**config.mk**
```make
export PLATFORM = sky130hd
export DESIGN_NAME = uart_motor_gpio_command_bridge_unit
export DESIGN_NICKNAME = d
export VERILOG_FILES = /design/src/rtl/core/umgcb_pkg.sv /design/src/rtl/core/umgcb_ctrl.sv /design/src/rtl/core/umgcb_txseq.sv /design/src/rtl/core/uart_motor_gpio_command_bridge_unit.sv
export VERILOG_INCLUDE_DIRS = /design/src /design/src/rtl/core
export SDC_FILE = /design/constraint.sdc
export NUM_CORES = 1
export LEC_CHECK = 0
export BUFFER_PORTS_ARGS = -buffer_cell sky130_fd_sc_hd__buf_2
export CORE_MARGIN = 2
export CORE_UTILIZATION = 48
export DETAILED_ROUTE_END_ITERATION = 16
export SKIP_CTS_REPAIR_TIMING = 1
export SLEW_MARGIN = 20
export SYNTH_ARGS = -nofsm -noshare
export SYNTH_HDL_FRONTEND = slang
export SYNTH_HIERARCHICAL = 1
export SYNTH_SLANG_ARGS = --single-unit
```
**constraint.sdc**
```tcl
create_clock -name i_clk -period 5.7 [get_ports i_clk]
set_input_delay 1.14 -clock i_clk [delete_from_list [all_inputs] [get_ports i_clk]]
set_output_delay 1.14 -clock i_clk [all_outputs]
set_load 0.01 [all_outputs]
```
**src/rtl/core/uart_motor_gpio_command_bridge_unit_assert.svh**
```systemverilog
// ----------------------------------------------------------------------------
// Assertion macros for the motor and GPIO command bridge
// These are shared property templates. Each one checks a condition on the
// rising edge of the given clock and is disabled while reset is asserted.
// ----------------------------------------------------------------------------
`ifndef UART_MOTOR_GPIO_COMMAND_BRIDGE_UNIT_ASSERT_SVH
`define UART_MOTOR_GPIO_COMMAND_BRIDGE_UNIT_ASSERT_SVH

// The consequent must hold in the same cycle as the antecedent.
`define UMGCB_ASSERT_SAME(lbl, clk, rst_n, ante, cons, msg) \
    lbl: assert property (@(posedge clk) disable iff (!(rst_n)) (ante) |-> (cons)) \
        else $error(msg);

// The consequent must hold in the cycle after the antecedent.
`define UMGCB_ASSERT_NEXT(lbl, clk, rst_n, ante, cons, msg) \
    lbl: assert property (@(posedge clk) disable iff (!(rst_n)) (ante) |=> (cons)) \
        else $error(msg);

`endif

```
**src/rtl/core/umgcb_pkg.sv**
```systemverilog
// ----------------------------------------------------------------------------
// umgcb_pkg
// Shared types and constants of the UART motor and GPIO command bridge.
// ----------------------------------------------------------------------------
`default_nettype none

package umgcb_pkg;

    localparam int MOTOR_COUNT = 4;
    localparam int GPIO_COUNT  = 8;
    localparam int MAX_RESULTS = 4;

    // Command byte patterns.
    localparam logic [7:0] CMD_MASK     = 8'hF0;
    localparam logic [7:0] CMD_MOTOR    = 8'hC0;
    localparam logic [7:0] CMD_GPIO     = 8'hA0;
    localparam logic [7:0] CMD_RESET    = 8'hE1;
    localparam logic [7:0] CMD_RESET_R  = 8'h72;
    localparam logic [7:0] TX_DONE_BASE = 8'hD0;

    // Event kinds.
    localparam logic KIND_BYTE = 1'b0;
    localparam logic KIND_TICK = 1'b1;

    // Parser phases.
    localparam logic [1:0] PH_IDLE = 2'd0;
    localparam logic [1:0] PH_LOW  = 2'd1;
    localparam logic [1:0] PH_HIGH = 2'd2;

    typedef struct packed {
        logic       kind;
        logic [7:0] rx_byte;
    } t_in;

    typedef struct packed {
        logic       tx_valid;
        logic [7:0] tx_byte;
        logic [7:0] motor_drive;
        logic [7:0] gpio_levels;
        logic       last;
    } t_out;

    // Everything one event produces: up to four bytes to send and the
    // pin state after the event.
    typedef struct packed {
        logic                  has_tx;
        logic [1:0]            last_idx;
        logic [3:0][7:0]       bytes;
        logic [7:0]            drive;
        logic [7:0]            gpio;
    } t_bundle;

endpackage

`default_nettype wire

```
**src/rtl/core/umgcb_ctrl.sv**
```systemverilog
// ----------------------------------------------------------------------------
// umgcb_ctrl
// Command parser, motor countdowns and expander levels. Updates the state on
// each accepted event and presents the resulting bundle in the same cycle.
// ----------------------------------------------------------------------------
`default_nettype none

module umgcb_ctrl (
    input  wire logic              i_clk,
    input  wire logic              i_rst_n,
    input  wire logic              i_accept,
    input  wire umgcb_pkg::t_in    i_in,
    output umgcb_pkg::t_bundle     o_bundle
);

    logic [umgcb_pkg::MOTOR_COUNT-1:0]       r_running;
    logic [umgcb_pkg::MOTOR_COUNT-1:0][15:0] r_remaining;
    logic [7:0]                              r_drive;
    logic [7:0]                              r_gpio;
    logic [1:0]                              r_phase;
    logic [7:0]                              r_pending;
    logic [7:0]                              r_low;

    logic [umgcb_pkg::MOTOR_COUNT-1:0]       n_running;
    logic [umgcb_pkg::MOTOR_COUNT-1:0][15:0] n_remaining;
    logic [7:0]                              n_drive;
    logic [7:0]                              n_gpio;
    logic [1:0]                              n_phase;
    logic [7:0]                              n_pending;
    logic [7:0]                              n_low;

    always_comb begin
        logic [2:0]  cnt;
        logic [1:0]  mot;
        logic [2:0]  pin;
        logic [15:0] dur;
        logic [7:0]  c;

        n_running   = r_running;
        n_remaining = r_remaining;
        n_drive     = r_drive;
        n_gpio      = r_gpio;
        n_phase     = r_phase;
        n_pending   = r_pending;
        n_low       = r_low;
        o_bundle    = '0;
        cnt         = 3'd0;
        c           = i_in.rx_byte;
        mot         = r_pending[2:1];
        pin         = c[3:1];
        dur         = {c, r_low};

        if (i_in.kind == umgcb_pkg::KIND_TICK) begin
            for (int m = 0; m < umgcb_pkg::MOTOR_COUNT; m++) begin
                if (r_running[m]) begin
                    n_remaining[m] = r_remaining[m] - 16'd1;
                    if (r_remaining[m] == 16'd1) begin
                        n_running[m]       = 1'b0;
                        n_drive[2*m +: 2]  = 2'b00;
                        o_bundle.bytes[cnt[1:0]] = umgcb_pkg::TX_DONE_BASE | 8'(m);
                        cnt = cnt + 3'd1;
                    end
                end
            end
        end else if (r_phase == umgcb_pkg::PH_LOW) begin
            n_low   = c;
            n_phase = umgcb_pkg::PH_HIGH;
        end else if (r_phase == umgcb_pkg::PH_HIGH) begin
            n_phase = umgcb_pkg::PH_IDLE;
            for (int m = 0; m < umgcb_pkg::MOTOR_COUNT; m++) begin
                if (mot == 2'(m)) begin
                    if (dur == 16'd0) begin
                        n_running[m]      = 1'b0;
                        n_remaining[m]    = 16'd0;
                        n_drive[2*m +: 2] = 2'b00;
                    end else begin
                        n_running[m]      = 1'b1;
                        n_remaining[m]    = dur;
                        n_drive[2*m +: 2] = r_pending[0] ? 2'b10 : 2'b01;
                        o_bundle.bytes[0] = r_pending;
                        cnt = 3'd1;
                    end
                end
            end
        end else begin
            n_phase = umgcb_pkg::PH_IDLE;
            if ((c & umgcb_pkg::CMD_MASK) == umgcb_pkg::CMD_MOTOR) begin
                n_pending = c;
                n_phase   = umgcb_pkg::PH_LOW;
            end else if ((c & umgcb_pkg::CMD_MASK) == umgcb_pkg::CMD_GPIO) begin
                if (int'(pin) < umgcb_pkg::GPIO_COUNT) begin
                    n_gpio[pin]       = c[0];
                    o_bundle.bytes[0] = c;
                    cnt = 3'd1;
                end
            end else if (c == umgcb_pkg::CMD_RESET || c == umgcb_pkg::CMD_RESET_R) begin
                n_running         = '0;
                n_remaining       = '0;
                n_drive           = '0;
                n_gpio            = '0;
                n_phase           = umgcb_pkg::PH_IDLE;
                n_pending         = '0;
                n_low             = '0;
                o_bundle.bytes[0] = umgcb_pkg::CMD_RESET;
                cnt = 3'd1;
            end
        end

        o_bundle.has_tx   = (cnt != 3'd0);
        o_bundle.last_idx = (cnt == 3'd0) ? 2'd0 : 2'(cnt - 3'd1);
        o_bundle.drive    = n_drive;
        o_bundle.gpio     = n_gpio;
    end

    always_ff @(posedge i_clk) begin
        if (!i_rst_n) begin
            r_running   <= '0;
            r_remaining <= '0;
            r_drive     <= '0;
            r_gpio      <= '0;
            r_phase     <= umgcb_pkg::PH_IDLE;
            r_pending   <= '0;
            r_low       <= '0;
        end else if (i_accept) begin
            r_running   <= n_running;
            r_remaining <= n_remaining;
            r_drive     <= n_drive;
            r_gpio      <= n_gpio;
            r_phase     <= n_phase;
            r_pending   <= n_pending;
            r_low       <= n_low;
        end
    end

endmodule

`default_nettype wire

```
**src/rtl/core/umgcb_txseq.sv**
```systemverilog
// ----------------------------------------------------------------------------
// umgcb_txseq
// Result register. Holds the bundle of one event and hands out its results
// one per cycle while the output is not stalled. It can take the next bundle
// in the cycle its last result leaves.
// ----------------------------------------------------------------------------
`default_nettype none

module umgcb_txseq (
    input  wire logic               i_clk,
    input  wire logic               i_rst_n,
    input  wire logic               i_load,
    input  wire umgcb_pkg::t_bundle i_bundle,
    output logic                    o_free,
    output logic                    o_out_valid,
    output umgcb_pkg::t_out         o_out,
    input  wire logic               i_out_stall
);

    logic               r_full;
    logic [1:0]         r_idx;
    umgcb_pkg::t_bundle r_b;

    logic pop;
    logic done;

    assign pop    = r_full && !i_out_stall;
    assign done   = pop && (r_idx == r_b.last_idx);
    assign o_free = !r_full || done;

    assign o_out_valid       = r_full;
    assign o_out.tx_valid    = r_b.has_tx;
    assign o_out.tx_byte     = r_b.has_tx ? r_b.bytes[r_idx] : 8'd0;
    assign o_out.motor_drive = r_b.drive;
    assign o_out.gpio_levels = r_b.gpio;
    assign o_out.last        = (r_idx == r_b.last_idx);

    always_ff @(posedge i_clk) begin
        if (!i_rst_n) begin
            r_full <= 1'b0;
            r_idx  <= 2'd0;
        end else if (i_load) begin
            r_full <= 1'b1;
            r_idx  <= 2'd0;
        end else if (done) begin
            r_full <= 1'b0;
            r_idx  <= 2'd0;
        end else if (pop) begin
            r_idx  <= r_idx + 2'd1;
        end
    end

    always_ff @(posedge i_clk) begin
        if (i_load) begin
            r_b <= i_bundle;
        end
    end

endmodule

`default_nettype wire

```
**src/rtl/core/uart_motor_gpio_command_bridge_unit.sv**
```systemverilog
// ----------------------------------------------------------------------------
// uart_motor_gpio_command_bridge_unit
// Turns received UART bytes and millisecond ticks into motor drive, expander
// levels and reply bytes.
// ----------------------------------------------------------------------------
// Each input item is one event: a received byte or a one millisecond tick.
// The event is decoded and the state updated in the cycle it is accepted, and
// its results land in a result register that sends them one per cycle unless
// the output stalls. Most events give exactly one result; a tick on which
// several countdowns expire gives one result per expiring motor, up to four,
// in motor order. A new item is taken in the same cycle the last result of
// the previous one leaves, so a new event waits until all results of the
// previous one are out. Only the result register holds the input back.
// Every result carries the motor drive and expander levels as they stand
// after the whole event; last marks the final result of the event.
`default_nettype none

module uart_motor_gpio_command_bridge_unit (
    input  wire logic             i_clk,
    input  wire logic             i_rst_n,
    input  wire logic             i_in_valid,
    input  wire umgcb_pkg::t_in   i_in,
    output logic                  o_in_stall,
    output logic                  o_out_valid,
    output umgcb_pkg::t_out       o_out,
    input  wire logic             i_out_stall
);

`include "uart_motor_gpio_command_bridge_unit_assert.svh"

    umgcb_pkg::t_bundle bundle;
    logic               free;
    logic               accept;

    // An item is taken whenever the result register is empty or is handing
    // out its final result in this cycle.
    assign o_in_stall = !free;
    assign accept     = i_in_valid && free;

    umgcb_ctrl u_ctrl (
        .i_clk    (i_clk),
        .i_rst_n  (i_rst_n),
        .i_accept (accept),
        .i_in     (i_in),
        .o_bundle (bundle)
    );

    umgcb_txseq u_txseq (
        .i_clk       (i_clk),
        .i_rst_n     (i_rst_n),
        .i_load      (accept),
        .i_bundle    (bundle),
        .o_free      (free),
        .o_out_valid (o_out_valid),
        .o_out       (o_out),
        .i_out_stall (i_out_stall)
    );

    // A result that is not the last of its event must be followed by more.
    `UMGCB_ASSERT_NEXT(a_more_follow, i_clk, i_rst_n, o_out_valid && !i_out_stall && !o_out.last, o_out_valid, "results of an event were cut short")
    // An event that sends nothing has exactly one result.
    `UMGCB_ASSERT_SAME(a_silent_single, i_clk, i_rst_n, o_out_valid && !o_out.tx_valid, o_out.last && o_out.tx_byte == 8'd0, "silent result must be single and zero")
    // A new item never enters while earlier results are still pending.
    `UMGCB_ASSERT_SAME(a_no_overrun, i_clk, i_rst_n, i_in_valid && !o_in_stall, !o_out_valid || (o_out.last && !i_out_stall), "item accepted over pending results")

endmodule

`default_nettype wire
```
==> flow_summary.toml <==
[cts]
cts_buffers = 17
insertion_delay_ns = 0.44
cts_tree = "built"
root_buffer = "clkbuf_16"
clk_pin_slew_worst_paths_ns = 0.07
cts.sinks = 156
clockBufferDepth = 2
h-tree-depth = 4

[die]
initial_core_util_pct = 49.3
core_um2 = 18100
num_io_pins = 41
rows = 49
die_w_um = 141
die_h_um = 141
die_area_um2 = 19700

[synth]
synth_cell_types = 89
yosys_warnings = 6
synth_compound_area_share_pct = 23.8
synth-adder-area-share_pct = 3.22
synth_edf_count = 51
synth_top_family_by_area = "compound AO/OA/AOI/OAI gates"
synth-seq-cells = 156
synth_area_um2 = 8950
synth-simple-area-share_pct = 21.8
synthCells = 1063
avgSynthCellArea_um2 = 8.42
synthXorXnorAreaFrac_pct = 0.461
synthArstFlopShare_pct = 0
synth.area.mux_share_pct = 2.71
synth_flop_cell = "dfxtp_1"
seq_area_frac_synth_pct = 40.6

[worst_setup_path]
arrival_ns = 4.69
crit_type = "register to register"
required_ns = 5.89
crit_fanout = 7
endpoint_kind = "register"
startpoint_type = "register"

[timing]
rsz0062_at_grt = "no"
slew-limit-headroom_pct = 34.5
finalSetupViolations = 0
clock_skew_ns = 0.00813
max_freq_mhz = 222
finalHoldViolCount = 0
slew_viol_final = 0
period_share_pct = 79.0
setup_tns_ns = 0
fin_crit_ns = 4.50
worst_pin_slew_ns = 0.975

[power_and_ir_drop]
power.share.clock_pct = 41.8
p_int_w = 0.00188
p_sw_share_pct = 28.9
power.density_nw_per_um2 = 277
p_leak_nw = 3.55
pwr-share-seq_pct = 45.8
irDropWorstVdd_mv = 0.214
p_comb_share_pct = 12.3
switchingPower_w = 0.000765

[hold_path]
min_path_type = "register to register"

[route]
via_count = 7778
routed_wirelength_um = 24400
antenna_left = 0
route.detailed.drc = 0
dr.pass1.iters = 5
dr.first_iter.drc_count = 805
wl_per_cell_um = 19.0
avgViaCountPerCell = 6.06

[global_route]
grt_pass1_vias = 7065
grt_use_total_pct = 25.1
grt_overflow = 0
grt_first_pass_wirelength_um = 38900
antenna_found_initial = 0
grt_max_degree = 86

[place]
portBuffers = 40
placed_cell_area_um2 = 8980
place_inst = 1252
gp_congestion = 0.894
dpl.hpwl_um = 16300

[finish]
drive_above_1_share_pct = 10.2
num-nets-final = 1078
fin_util_pct = 52.6
fin_area_um2 = 9550
nFillCells = 1757
area_growth_pct = 6.78
diodes = 0
instances_no_fill = 1284

[job]
maxCapViolCount = 0

[outcome]
status = "finished clean"
-- placed cells by master, fill, tap and decap left out, types with 13 or more instances in the layout --
| master | n |
|---|---|
| nand2_1 | 131 |
| dfxtp_1 | 105 |
| nor2_1 | 103 |
| o21ai_0 | 97 |
| a21oi_1 | 86 |
| edfxtp_1 | 51 |
| buf_2 | 40 |
| a22oi_1 | 37 |
| inv_1 | 29 |
| nor3_1 | 29 |
| nand3_1 | 29 |
| ha_1 | 23 |
| o31ai_1 | 20 |
| clkbuf_16 | 17 |
| or3_1 | 13 |
| and3_1 | 13 |
-- path summary, 6_finish.rpt --
| path | start | to | slack (ns) | cells after the start |
|---|---|---|---|---|
| hold / removal | u_ctrl/r_remaining[31] | u_ctrl/r_remaining[31] | 0.47 | 2 |
| setup reg to reg | u_ctrl/r_remaining[23] | u_txseq/r_b[49] | 1.20 | 17 |
| setup / recovery | u_ctrl/r_remaining[23] | u_txseq/r_b[49] | 1.20 | 17 |
| hold reg to reg | u_ctrl/r_remaining[31] | u_ctrl/r_remaining[31] | 0.47 | 2 |
-- synth_stat cells, types with 5 or more instances --
master,count,area share (%)
nand2_1,131,5.5
o21ai_0,97,5.4
a21oi_1,86,4.8
o21a_1,11,0.92
nor2_1,103,4.3
nand3_1,29,1.6
nand3b_1,5,0.42
or2_2,6,0.42
inv_1,29,1.2
a21o_1,5,0.42
clkbuf_1,46,1.9
a211oi_1,11,0.92
o31ai_1,20,1.7
o22ai_1,10,0.70
a31oi_1,6,0.42
o41ai_1,5,0.49
and3_1,13,0.91
buf_4,34,2.9
and2_1,13,0.91
nand2b_1,10,0.70
nand4_1,9,0.63
nor3_1,29,1.6
dfxtp_1,105,23
a22oi_1,37,3.1
nor4_1,12,0.84
buf_2,5,0.28
a32o_1,7,0.78
or3_1,13,0.91
edfxtp_1,51,17
mux4_2,5,1.3
ha_1,23,3.2
o31a_1,8,0.78
-- layout make-up --
type	instances	area, µm²	area share (%)
inverter	32	123	1.28
clock buffer	17	425	4.45
multi-input combinational	788	4690	49.1
clock inverter	15	144	1.51
sequential	156	3630	38.0
timing repair buffer	47	253	2.65
tap	229	287	3.00
-- registers in the layout, indices dropped and copies added, names as in the netlist --
signal               count
u_ctrl/r_drive           8
u_txseq/r_idx            2
u_ctrl/r_remaining      64
u_ctrl/r_phase           2
u_ctrl/r_low             8
u_ctrl/r_gpio            8
u_txseq/o_out           17
u_ctrl/r_running         4
u_txseq/r_b             34
u_ctrl/r_pending         8
u_txseq/o_out_valid      1
-- per-stage QoR --
step	setup WS [ns]	total power [W]	hold slack (ns)
after floorplan	1.25	0.00149	0.431
after global placement	1.30	0.00156	0.450
final	1.20	0.00265	0.468
after global routing	0.914	0.00276	0.494
after CTS	1.20	0.00267	0.469
after detailed placement	1.23	0.00156	0.463
-- critical path, cell delays in order (launching register included) --
cell      delay, ns
dfxtp_1        0.36
or4_4          0.56
or2_2          0.35
nor3_1         0.29
nand2_1        0.14
ha_1           0.29
nand2_1        0.07
o21a_1         0.29
inv_1          0.11
ha_1           0.31
and3_2         0.18
or2_2          0.30
ha_1           0.20
inv_1          0.07
ha_1           0.26
nand3b_1       0.10
a21oi_1        0.08
o31a_1         0.30
-- metal layers --
layer / part of all wire [%] / global-route usage (%)
met5: 0 / 0
met4: 3.1 / 9.42
met3: 4.5 / 4.58
met2: 45 / 39.3
met1: 47 / 34.7
-- power by group through the flow --
stage                     sequential [W]  combinational, W  clock [W]
after global routing             0.00122          0.000364    0.00118
after global placement           0.00124          0.000324          0
final                            0.00121          0.000326    0.00111
after CTS                        0.00121          0.000324    0.00113
after floorplan                  0.00123          0.000256          0
after detailed placement         0.00124          0.000322          0
-- logic make-up (layout without fill, tap and decap cells) --
group | after synthesis | in the layout
AND/OR/NAND/NOR | 402 | 402
AO/OA/AOI/OAI | 338 | 338
flip-flops | 156 | 156
buffers and inverters | 127 | 111
adder cells (fa/ha/maj) | 23 | 23
multiplexers | 13 | 13
XOR/XNOR | 3 | 3
other | 1 | 9
Note: power is estimated with default switching activity, not from simulation.
